--- config.mk ---
export PLATFORM = sky130hd
export DESIGN_NAME = stepper_step_rate_generator
export DESIGN_NICKNAME = d
export VERILOG_FILES = /design/src/design/ssrg_pkg.sv /design/src/design/ssrg_div.sv /design/src/design/stepper_step_rate_generator.sv
export SDC_FILE = /design/constraint.sdc
export NUM_CORES = 1
export LEC_CHECK = 0
export BUFFER_PORTS_ARGS = -buffer_cell sky130_fd_sc_hd__buf_2
export CORE_MARGIN = 3
export CORE_UTILIZATION = 54
export CTS_BUF_LIST = sky130_fd_sc_hd__clkbuf_16
export DETAILED_ROUTE_END_ITERATION = 8
export GPL_TIMING_DRIVEN = 0
export PLACE_DENSITY_LB_ADDON = 0.1
export SLEW_MARGIN = 20
export SYNTH_ARGS = -nofsm -noshare
export SYNTH_HDL_FRONTEND = slang
export SYNTH_SLANG_ARGS = --single-unit
--- constraint.sdc ---
create_clock -name clock -period 3.8 [get_ports clock]
set_clock_uncertainty 0.15 [all_clocks]
set_input_delay 0 -clock clock [delete_from_list [all_inputs] [get_ports clock]]
set_output_delay 0 -clock clock [all_outputs]
set_load 0.1 [all_outputs]
--- src/design/ssrg_pkg.sv ---
// ----------------------------------------------------------------------------
// ssrg_pkg
// Shared types and constants for the stepper step rate generator.
// ----------------------------------------------------------------------------
`default_nettype none

package ssrg_pkg;

   localparam int MAX_SPEED_DEFAULT = 1000;
   localparam int SPEED_W           = 10;
   localparam int DATA_W            = 32;
   localparam logic [SPEED_W-1:0] SPEED_RESET = 10'd1000;

   typedef enum logic [1:0] {
      OP_TICK = 2'd0,
      OP_ADD  = 2'd1,
      OP_STOP = 2'd2,
      OP_CONT = 2'd3
   } op_type;

   typedef enum logic [0:0] {
      ST_IDLE = 1'b0,
      ST_DIV  = 1'b1
   } state_type;

   // divider status seen by the sequencer
   typedef struct packed {
      logic busy;
      logic done;
   } div_stat_type;

endpackage

`default_nettype wire

--- src/design/ssrg_div.sv ---
// ----------------------------------------------------------------------------
// ssrg_div
// Restoring divider, one quotient bit per cycle: MAX_SPEED / divisor.
// ----------------------------------------------------------------------------
`default_nettype none

module ssrg_div #(
   parameter int MAX_SPEED = ssrg_pkg::MAX_SPEED_DEFAULT,
   parameter int QW        = $clog2(MAX_SPEED + 1)
) (
   input  wire logic                         clock,
   input  wire logic                         reset,
   input  wire logic                         start,
   input  wire logic [ssrg_pkg::SPEED_W-1:0] divisor,
   output logic      [QW-1:0]                quotient,
   output ssrg_pkg::div_stat_type            stat
);

   localparam int CW = (QW > 1) ? $clog2(QW) : 1;
   localparam logic [QW-1:0] DIVIDEND = QW'(MAX_SPEED);
   localparam logic [CW-1:0] LAST_CNT = CW'(QW - 1);

   logic                         busy_ff, busy_in;
   logic                         done_ff, done_in;
   logic [CW-1:0]                cnt_ff, cnt_in;
   logic [ssrg_pkg::SPEED_W-1:0] rem_ff, rem_in;
   logic [QW-1:0]                quo_ff, quo_in;

   logic [ssrg_pkg::SPEED_W:0]   trial;
   logic                         fits;
   logic [QW:0]                  shifted;

   always_comb begin
      trial   = {rem_ff, quo_ff[QW-1]};
      fits    = (trial >= {1'b0, divisor});
      shifted = {quo_ff, fits};
      busy_in = busy_ff;
      done_in = 1'b0;
      cnt_in  = cnt_ff;
      rem_in  = rem_ff;
      quo_in  = quo_ff;
      if (start) begin
         busy_in = 1'b1;
         cnt_in  = LAST_CNT;
         rem_in  = '0;
         quo_in  = DIVIDEND;
      end else if (busy_ff) begin
         rem_in = fits ? ssrg_pkg::SPEED_W'(trial - {1'b0, divisor})
                       : trial[ssrg_pkg::SPEED_W-1:0];
         quo_in = shifted[QW-1:0];
         cnt_in = cnt_ff - 1'b1;
         if (cnt_ff == '0) begin
            busy_in = 1'b0;
            done_in = 1'b1;
         end
      end
   end

   always_ff @(posedge clock) begin
      if (reset) begin
         busy_ff <= 1'b0;
         done_ff <= 1'b0;
      end else begin
         busy_ff <= busy_in;
         done_ff <= done_in;
      end
   end

   always_ff @(posedge clock) begin
      cnt_ff <= cnt_in;
      rem_ff <= rem_in;
      quo_ff <= quo_in;
   end

   assign quotient  = quo_ff;
   assign stat.busy = busy_ff;
   assign stat.done = done_ff;

endmodule

`default_nettype wire

--- src/design/stepper_step_rate_generator.sv ---
// Timing: a command, or a tick that cannot run, has its result registered on
//   acceptance; a running tick first runs the bit-serial divide of MAX_SPEED / speed
//   (QW = clog2(MAX_SPEED+1) = 10 bits at 1000), then registers its result.
// Throughput: one item at a time; commands can go every cycle, a running tick holds
//   the input through its divide; the output register must be free or emptying.
// Reset: synchronous; speed returns to 1000, counters, budget and mode clear.
// ----------------------------------------------------------------------------
// stepper_step_rate_generator
// Turns base-rate ticks into step pulses, with on-demand budget and
// continuous mode.
// ----------------------------------------------------------------------------
`default_nettype none

module stepper_step_rate_generator #(
   parameter int MAX_SPEED = ssrg_pkg::MAX_SPEED_DEFAULT
) (
   input  wire logic                          clock,
   input  wire logic                          reset,
   input  wire logic                          req_valid,
   output logic                               req_stall,
   input  wire logic [1:0]                    req_op,
   input  wire logic [ssrg_pkg::DATA_W-1:0]   req_step_count,
   output logic                               rsp_valid,
   input  wire logic                          rsp_stall,
   output logic                               rsp_step_pulse,
   output logic      [ssrg_pkg::DATA_W-1:0]   rsp_steps_taken,
   output logic      [ssrg_pkg::DATA_W-1:0]   rsp_steps_remaining,
   output logic                               rsp_continuous,
   input  wire logic                          csr_valid,
   output logic                               csr_ready,
   input  wire logic [ssrg_pkg::SPEED_W-1:0]  csr_data
);

   localparam int QW = $clog2(MAX_SPEED + 1);
   localparam int DW = ssrg_pkg::DATA_W;

   ssrg_pkg::state_type    state_ff, state_in;
   logic [ssrg_pkg::SPEED_W-1:0] speed_ff, speed_in;
   logic [QW-1:0]          phase_ff, phase_in;
   logic [DW-1:0]          total_ff, total_in;
   logic [DW-1:0]          budget_ff, budget_in;
   logic                   cont_ff, cont_in;

   logic                   rsp_valid_ff, rsp_valid_in;
   logic                   rsp_pulse_ff, rsp_pulse_in;
   logic [DW-1:0]          rsp_total_ff, rsp_total_in;
   logic [DW-1:0]          rsp_budget_ff, rsp_budget_in;
   logic                   rsp_cont_ff, rsp_cont_in;

   logic                   accept;
   logic                   csr_write;
   logic                   load_rsp;
   logic                   div_start;
   logic [QW-1:0]          quotient;
   logic [QW-1:0]          div_val;
   logic [QW:0]            phase_inc;
   logic [DW:0]            add_sum;
   logic [DW-1:0]          add_base;
   logic                   can_run;
   ssrg_pkg::op_type       op;
   ssrg_pkg::div_stat_type div_stat;

   ssrg_div #(
      .MAX_SPEED (MAX_SPEED),
      .QW        (QW)
   ) u_div (
      .clock    (clock),
      .reset    (reset),
      .start    (div_start),
      .divisor  (speed_ff),
      .quotient (quotient),
      .stat     (div_stat)
   );

   assign op        = ssrg_pkg::op_type'(req_op);
   assign req_stall = (state_ff != ssrg_pkg::ST_IDLE) || (rsp_valid_ff && rsp_stall);
   assign accept    = req_valid && !req_stall;
   assign csr_ready = (state_ff == ssrg_pkg::ST_IDLE);
   assign csr_write = csr_valid && csr_ready;
   assign can_run   = (speed_ff != '0) && (cont_ff || (budget_ff != '0));

   always_comb begin
      state_in      = state_ff;
      speed_in      = speed_ff;
      phase_in      = phase_ff;
      total_in      = total_ff;
      budget_in     = budget_ff;
      cont_in       = cont_ff;
      div_start     = 1'b0;
      load_rsp      = 1'b0;
      rsp_pulse_in  = 1'b0;
      // quotient of zero means speed above MAX_SPEED: step every tick
      div_val       = (quotient == '0) ? QW'(1) : quotient;
      phase_inc     = {1'b0, phase_ff} + 1'b1;
      add_base      = cont_ff ? '0 : budget_ff;
      add_sum       = {1'b0, add_base} + {1'b0, req_step_count};

      case (state_ff)
         ssrg_pkg::ST_IDLE: begin
            if (accept) begin
               case (op)
                  ssrg_pkg::OP_TICK: begin
                     if (can_run) begin
                        div_start = 1'b1;
                        state_in  = ssrg_pkg::ST_DIV;
                     end else begin
                        load_rsp = 1'b1;
                     end
                  end
                  ssrg_pkg::OP_ADD: begin
                     cont_in   = 1'b0;
                     budget_in = add_sum[DW] ? '1 : add_sum[DW-1:0];
                     load_rsp  = 1'b1;
                  end
                  ssrg_pkg::OP_STOP: begin
                     cont_in   = 1'b0;
                     budget_in = '0;
                     load_rsp  = 1'b1;
                  end
                  ssrg_pkg::OP_CONT: begin
                     cont_in   = 1'b1;
                     budget_in = '0;
                     load_rsp  = 1'b1;
                  end
                  default: begin
                     load_rsp = 1'b1;
                  end
               endcase
            end
         end
         ssrg_pkg::ST_DIV: begin
            if (div_stat.done) begin
               load_rsp = 1'b1;
               state_in = ssrg_pkg::ST_IDLE;
               if (phase_ff == '0) begin
                  rsp_pulse_in = 1'b1;
                  total_in     = total_ff + 1'b1;
                  if (!cont_ff) begin
                     budget_in = budget_ff - 1'b1;
                  end
               end
               phase_in = (phase_inc >= {1'b0, div_val}) ? '0 : phase_inc[QW-1:0];
            end
         end
         default: begin
            state_in = ssrg_pkg::ST_IDLE;
         end
      endcase

      if (csr_write) begin
         speed_in = csr_data;
         phase_in = '0;
      end

      rsp_total_in  = total_in;
      rsp_budget_in = budget_in;
      rsp_cont_in   = cont_in;
      if (load_rsp) begin
         rsp_valid_in = 1'b1;
      end else if (!rsp_stall) begin
         rsp_valid_in = 1'b0;
      end else begin
         rsp_valid_in = rsp_valid_ff;
      end
   end

   always_ff @(posedge clock) begin
      if (reset) begin
         state_ff     <= ssrg_pkg::ST_IDLE;
         speed_ff     <= ssrg_pkg::SPEED_RESET;
         phase_ff     <= '0;
         total_ff     <= '0;
         budget_ff    <= '0;
         cont_ff      <= 1'b0;
         rsp_valid_ff <= 1'b0;
      end else begin
         state_ff     <= state_in;
         speed_ff     <= speed_in;
         phase_ff     <= phase_in;
         total_ff     <= total_in;
         budget_ff    <= budget_in;
         cont_ff      <= cont_in;
         rsp_valid_ff <= rsp_valid_in;
      end
   end

   always_ff @(posedge clock) begin
      if (load_rsp) begin
         rsp_pulse_ff  <= rsp_pulse_in;
         rsp_total_ff  <= rsp_total_in;
         rsp_budget_ff <= rsp_budget_in;
         rsp_cont_ff   <= rsp_cont_in;
      end
   end

   assign rsp_valid           = rsp_valid_ff;
   assign rsp_step_pulse      = rsp_pulse_ff;
   assign rsp_steps_taken     = rsp_total_ff;
   assign rsp_steps_remaining = rsp_budget_ff;
   assign rsp_continuous      = rsp_cont_ff;

   // continuous mode never carries a budget
   a_cont_no_budget: assert property (@(posedge clock) disable iff (reset)
      cont_ff |-> (budget_ff == '0))
      else $error("budget nonzero in continuous mode");

   // while dividing, the output slot is empty and the divider is active
   a_div_busy: assert property (@(posedge clock) disable iff (reset)
      (state_ff == ssrg_pkg::ST_DIV) |-> (!rsp_valid_ff && (div_stat.busy || div_stat.done)))
      else $error("divide state without divider activity");

   // a step pulse advances the running total by one
   a_pulse_count: assert property (@(posedge clock) disable iff (reset)
      (load_rsp && rsp_pulse_in) |=> (total_ff == $past(total_ff) + 1'b1))
      else $error("step total did not advance with pulse");

   // the divider is only started from idle
   a_start_idle: assert property (@(posedge clock) disable iff (reset)
      div_start |-> (state_ff == ssrg_pkg::ST_IDLE && !div_stat.busy))
      else $error("divider restarted while busy");

endmodule

`default_nettype wire

==> metrics, run 1 <==
met2 Use GR=0.398; fill count=1571; area leader, netlist=dfxtp_1; number of nets with antenna violations after routing=0; register area share after synthesis=0.401; port bufs=117; Power Dens Cells=515 nW/um^2; number of global-route vias before repair=8855; critical path class=reg -> reg; top cells by area, synth=dfxtp_1, edfxtp_1, ha_1; Synth cell types=69; DR WL/cell=17.9 um; max_slew headroom=0.266; clock tree buffer depth=2; Clock Tree Root=clkbuf_16; dpl hpwl=21.3 mm; worst hold path type=in -> reg; crit path max-delay cell type=fa_2; Worst path max stage delay=0.43 ns; placed cells=1554; antenna cell count=0; Max FO, Critical Path=8; Seq cells post-synth=179; Yosys Warn Count=0; status=finished, final reports clean; syn avg cell area=9.00 um^2; worst r2r path cells=13; most common cell after layout, fill and taps aside=buf_2; switching power=2590 uW; max-cap violation count=0; Final #Nets=1447; WP buf/inv=2; met3 Usage GRT=0.0517; CTS Buf Count=17; CP arrival=3.81 ns; Gate Count Post-Synth=1176; Clock power frac=0.289; Cell Area, Synth=10600 um^2; fin worst setup slack=0.0464 ns; pre-CTS setup slack=-1.22 ns; EDFF count, synth=66; Placement Rows=50; Worst R2R Start=cont_ff; Final period util=0.988; # clock sinks=179; TritonCTS clock tree=yes; busiest grt layer=met2; min Tclk post-route=3.75 ns; FF-to-FF End=rsp_steps_remaining[26]; Sw Share=0.399; first-pass GRT wire length=45.4 mm; Ports=118; initial cell density of the core=0.558; layout cells sized above 1=0.156; crit end category=flop; most frequent cells in the layout=buf_2, dfxtp_1, nand2_1; maximum VDD drop=0.327 mV; crit path to=rsp_steps_remaining[26]; vias per std cell=5.93; Via Count=9542; most used cell along the critical path=ha_2; post-synthesis async set-or-reset flop share=0; clock latency on the worst-skew pair=0.44 ns; total grt overflow=0; die width=146 um; area delta synth->final=18.7%; critical path launch point type=flop; Final Max Slew Viols=0; clk slew on worst S/H paths=0.08 ns; die area=21300 um^2; ys flop type=dfxtp_1; Final Power=6480 uW; M1 GR Usage=0.383; worst endpoint required time=3.86 ns; Worst path depth=13; RSZ-0062 raised after global routing=no; final setup vio count=0; largest net degree at the start of global routing=54; setup TNS=0 ns; Starting DRT DRC Count=772; crit-path leading delay family=compound AO/OA/AOI/OAI gates; area share of the largest cell type after synthesis=0.214; H-tree Lvls=4; Fmax=0.266 GHz; first-pass detailed-route iteration total=5; final wirelength=28.8 mm; Final Hold Fails=0; initial antenna violation count=0; Reg2Reg Setup Slack=0.05 ns; Worst-Margin Slew=1.10 ns; placed inst area=11500 um^2; crit path cell chain=buf_8 > inv_1 > ha_2 > ha_2 > fa_2 > a211oi_4 > o211ai_1 > a211o_1 > and2_4 > a221oi_4 > xor2_2 > o21ai_2 > a21o_1; crit path launch=cont_ff; syn nets=1286; Post-route DRC=0; P_int=3890 uW; GR Util All Layers=0.263; Core Region=19000 um^2; Finished Cell Area=12600 um^2; routability congestion estimate=0.918; Comb pwr share=0.341; die height=146 um; Leak=0.00537 uW; sequential share of power=0.371; final cell count without fillers=1610
## power by group through the flow
| stage | Clock, uW | Sequential, uW | Combinational [uW] |
|---|---|---|---|
| after CTS | 1900 | 2400 | 2160 |
| after global placement | 0 | 2450 | 2070 |
| after floorplan | 0 | 2900 | 1200 |
| final | 1870 | 2400 | 2210 |
| after detailed placement | 0 | 2440 | 2110 |
| after global routing | 1970 | 2430 | 2390 |
## worst min path at each step
stage | from | end | cells past startpoint
2_1_floorplan | csr_data[3] | speed_ff[3] | 2
4_1_cts | req_op[0] | budget_ff[31] | 3
6_report | req_op[0] | u_div.rem_ff[2] | 5
3_5_place_dp | csr_data[7] | speed_ff[7] | 3
3_3_place_gp | csr_data[3] | speed_ff[3] | 3
5_1_grt | req_op[0] | budget_ff[31] | 3
## kinds of logic (layout without fill, tap and decap cells)
group | count (synthesis) | in the layout | share of synthesized area
mux | 15 | 15 | 0.0143
fa+ha+maj | 61 | 61 | 0.0735
flops | 179 | 179 | 0.401
simple gates | 434 | 434 | 0.214
buf+inv | 96 | 270 | 0.0355
xor+xnor | 107 | 107 | 0.0885
compound gates | 284 | 284 | 0.173
## worst min-delay path, delay by kind of cell
family	cells	cell delay [ns]
compound gates	2	0.26
simple gates	2	0.16
buf+inv	1	0.13
## final cells by class
class                      count  area, um^2  area share
multi-input combinational    901        6100       0.485
sequential                   179        4250       0.338
timing repair buffer         145         861      0.0685
clock buffer                  17         425      0.0338
tap                          260         325      0.0259
buffer                        48         224      0.0178
clock inverter                15         219      0.0174
inverter                      45         169      0.0134
## routing by layer
layer | part of all wire | vias to the layer above
met5 | 0 | -
met4 | 0.021 | 0
met3 | 0.067 | 52
met2 | 0.44 | 357
met1 | 0.48 | 4526
li1 | - | 4607
## flip-flops by register name, summed over array words and instances (netlist names), 4 cells and up
signal and flops:
budget_ff 32, rsp_steps_remaining 32, rsp_steps_taken 32, total_ff 32, phase_ff 10, speed_ff 10
u_div.quotient 10, u_div.rem_ff 10, u_div.cnt_ff 4
## stage by stage
stage	util	hold WS [ns]
after global placement	0.607	0.0810
after CTS	0.657	0.00978
after floorplan	-	-0.0116
after global routing	0.663	0.0518
final	0.663	0.0310
after detailed placement	0.608	0.0839
## synth_stat cells, types with 3 or more instances
| library cell | count |
|---|---|
| a31oi_1 | 18 |
| a22oi_1 | 8 |
| or2_2 | 5 |
| or3_1 | 6 |
| a311oi_1 | 4 |
| mux2i_1 | 14 |
| and2_1 | 45 |
| a221o_1 | 3 |
| clkbuf_1 | 44 |
| a21oi_1 | 81 |
| a22o_1 | 3 |
| xnor2_1 | 60 |
| o211ai_1 | 21 |
| a211o_1 | 3 |
| a221oi_1 | 15 |
| nand2b_1 | 17 |
| nand2_1 | 94 |
| o31a_1 | 3 |
| edfxtp_1 | 66 |
| or4_1 | 3 |
| xor2_1 | 47 |
| buf_1 | 5 |
| nand3_1 | 32 |
| nor4_1 | 15 |
| dfxtp_1 | 113 |
| a211oi_1 | 22 |
| nor2b_1 | 38 |
| o21ai_0 | 56 |
| ha_1 | 59 |
| nor3b_1 | 3 |
| nor4b_1 | 5 |
| a21o_1 | 20 |
| nand4_1 | 16 |
| nor3_1 | 35 |
| nor2_1 | 84 |
| inv_1 | 45 |
| o21bai_1 | 4 |
| and3_1 | 20 |
## timing repair
item,CTS,global route
buffers inserted,4,5
setup endpoints to repair,66,53
hold buffers,18,0
pin swaps,10,14
endpoints found under the hold margin,31,0
gates resized for setup,23,32
Power figures use the tool's default switching activity.
==> inputs of run 2 (changes only) <==
- CORE_UTILIZATION: 54 -> 60
- clock period: 3.8 -> 3.9 ns (I/O delays scaled with it)
==> metrics, run 2 (synthesis results as in run 1) <==
CTS Buf Count=17 (unchanged); crit end category=flop; die width=139 um (-4.9%); Ports=118 (unchanged); critical path launch point type=flop; fin worst setup slack=0.0479 ns (+0.00144 ns); met2 Use GR=0.451 (+0.0528); vias per std cell=6.18 (+4.2%); max-cap violation count=0 (unchanged); worst hold path type=in -> reg; crit path cell chain=buf_8 > inv_1 > ha_1 > ha_2 > fa_2 > a211oi_2 > o211ai_1 > a31oi_1 > a21oi_2 > a21oi_4 > buf_8 > o21ai_0 > a221oi_2 > a21oi_2; Worst-Margin Slew=1.05 ns (-0.0454 ns); WHS=0.0264 ns (-0.00458 ns); most common cell after layout, fill and taps aside=buf_2; met3 Usage GRT=0.0500 (-0.00170); number of nets with antenna violations after routing=0 (unchanged); Leak=0.00537 uW (about the same); Post-route DRC=0 (unchanged); Placement Rows=47 (-6.0%); status=finished, final reports clean; Final period util=0.988 (about the same); Final Hold Fails=0 (unchanged); layout cells sized above 1=0.157 (+0.000741); most frequent cells in the layout=buf_2, dfxtp_1, nand2_1; total grt overflow=0 (unchanged); pre-CTS setup slack=-1.20 ns (+0.0216 ns); Final Max Slew Viols=0 (unchanged); TritonCTS clock tree=yes; M1 GR Usage=0.402 (+0.0183); setup TNS=0 ns (unchanged); min Tclk post-route=3.85 ns (+0.0986 ns); worst endpoint required time=3.89 ns (+0.03 ns); largest net degree at the start of global routing=54 (unchanged); final setup vio count=0 (unchanged); first-pass detailed-route iteration total=7 (+2); GR Util All Layers=0.289 (+0.0258); Power Dens Cells=502 nW/um^2 (-2.5%); critical path class=reg -> reg; Max FO, Critical Path=10 (+2); Via Count=9699 (+1.6%); Clock Tree Root=clkbuf_16; H-tree Lvls=4 (unchanged); initial antenna violation count=0 (unchanged); CP arrival=3.84 ns (+0.03 ns); # clock sinks=179 (unchanged); max_slew headroom=0.296 (+0.0303); Fmax=0.260 GHz (-2.6%); port bufs=117 (unchanged); number of global-route vias before repair=9097 (+2.7%); crit path max-delay cell type=fa_2; area delta synth->final=18.2%; dpl hpwl=21.1 mm (-0.82%); RSZ-0062 raised after global routing=yes; DR WL/cell=18.6 um (+4.0%); busiest grt layer=met2; clock tree buffer depth=2 (unchanged); Final #Nets=1447 (unchanged); Worst path max stage delay=0.41 ns (-0.02 ns); die area=19300 um^2 (-9.6%); initial cell density of the core=0.625 (+0.0666); routability congestion estimate=0.984 (+7.2%); die height=139 um (-4.9%); antenna cell count=0 (unchanged); Starting DRT DRC Count=939 (+22%); final wirelength=29.2 mm (+1.4%); first-pass GRT wire length=45.7 mm (+0.70%); clock latency on the worst-skew pair=0.44 ns (about the same); Core Region=16900 um^2 (-11%); clk slew on worst S/H paths=0.08 ns (about the same); maximum VDD drop=0.394 mV (+21%)
## run 2: cell count changes in the layout (fill, tap and decap cells not counted), sizes merged
| cell | delta |
|---|---|
| clkbuf | +2 |
| clkinvlp | +2 |
| buf | -2 |
| inv | -3 |
| clkinv | +1 |
## run 2: timing repair
action / 4_1_cts / 5_1_grt
setup buffers: 4 / 3
hold buffers: 18 / 0
hold endpoints to repair: 30 / 0
cloned: 0 / 1
pin swaps: 7 / 11
resized for setup: 25 / 34
endpoints found under the setup margin: 65 / 62
## run 2: layout make-up
| type | count | area, um^2 |
|---|---|---|
| Timing Repair Buffer | 144 | 853 |
| Sequential cell | 179 | 4250 |
| Clock buffer | 17 | 425 |
| Fill cell | 1267 | 4420 |
| Inverter | 45 | 169 |
| Multi-Input combinational cell | 901 | 6100 |
| Buffer | 49 | 238 |
| Clock inverter | 15 | 204 |
| Tap cell | 220 | 275 |
## run 2: final timing paths
kind	from	end	slack (ns)	cells past startpoint
setup reg to reg	cont_ff	rsp_steps_remaining[16]	0.05	14
hold / removal	req_op[0]	u_div.cnt_ff[1]	0.03	5
hold reg to reg	u_div.rem_ff[1]	u_div.rem_ff[1]	0.36	2
setup / recovery	cont_ff	rsp_steps_remaining[16]	0.05	14
## run 2: report_power, final
part,total (uW),switching (uW),internal (uW)
logic,2160,1450,714
registers,2350,169,2180
clock network,1780,896,881
total,6280,2510,3770
## run 2: layer usage
metal  vias to the layer above  share of wire
li1                       4589              -
met2                       482           0.45
met1                      4559           0.44
met3                        69          0.081
met5                         -              0
met4                         0          0.029
## run 2: metrics by stage
step,util,cell area (um^2),total power (uW),instances
after floorplan,-,10600,3990,1176
after global placement,0.676,11400,4390,1513
after detailed placement,0.678,11500,4430,1514
after CTS,0.732,12400,6230,1567
after global routing,0.739,12500,6550,1570
final,0.739,12500,6280,1570
## run 2: worst max-delay path: cells and delay by family, from the launching register on
kind            cells  cell delay (ns)
flops               1             0.40
compound gates      8             1.77
fa+ha+maj           3             0.82
buf+inv             3             0.37
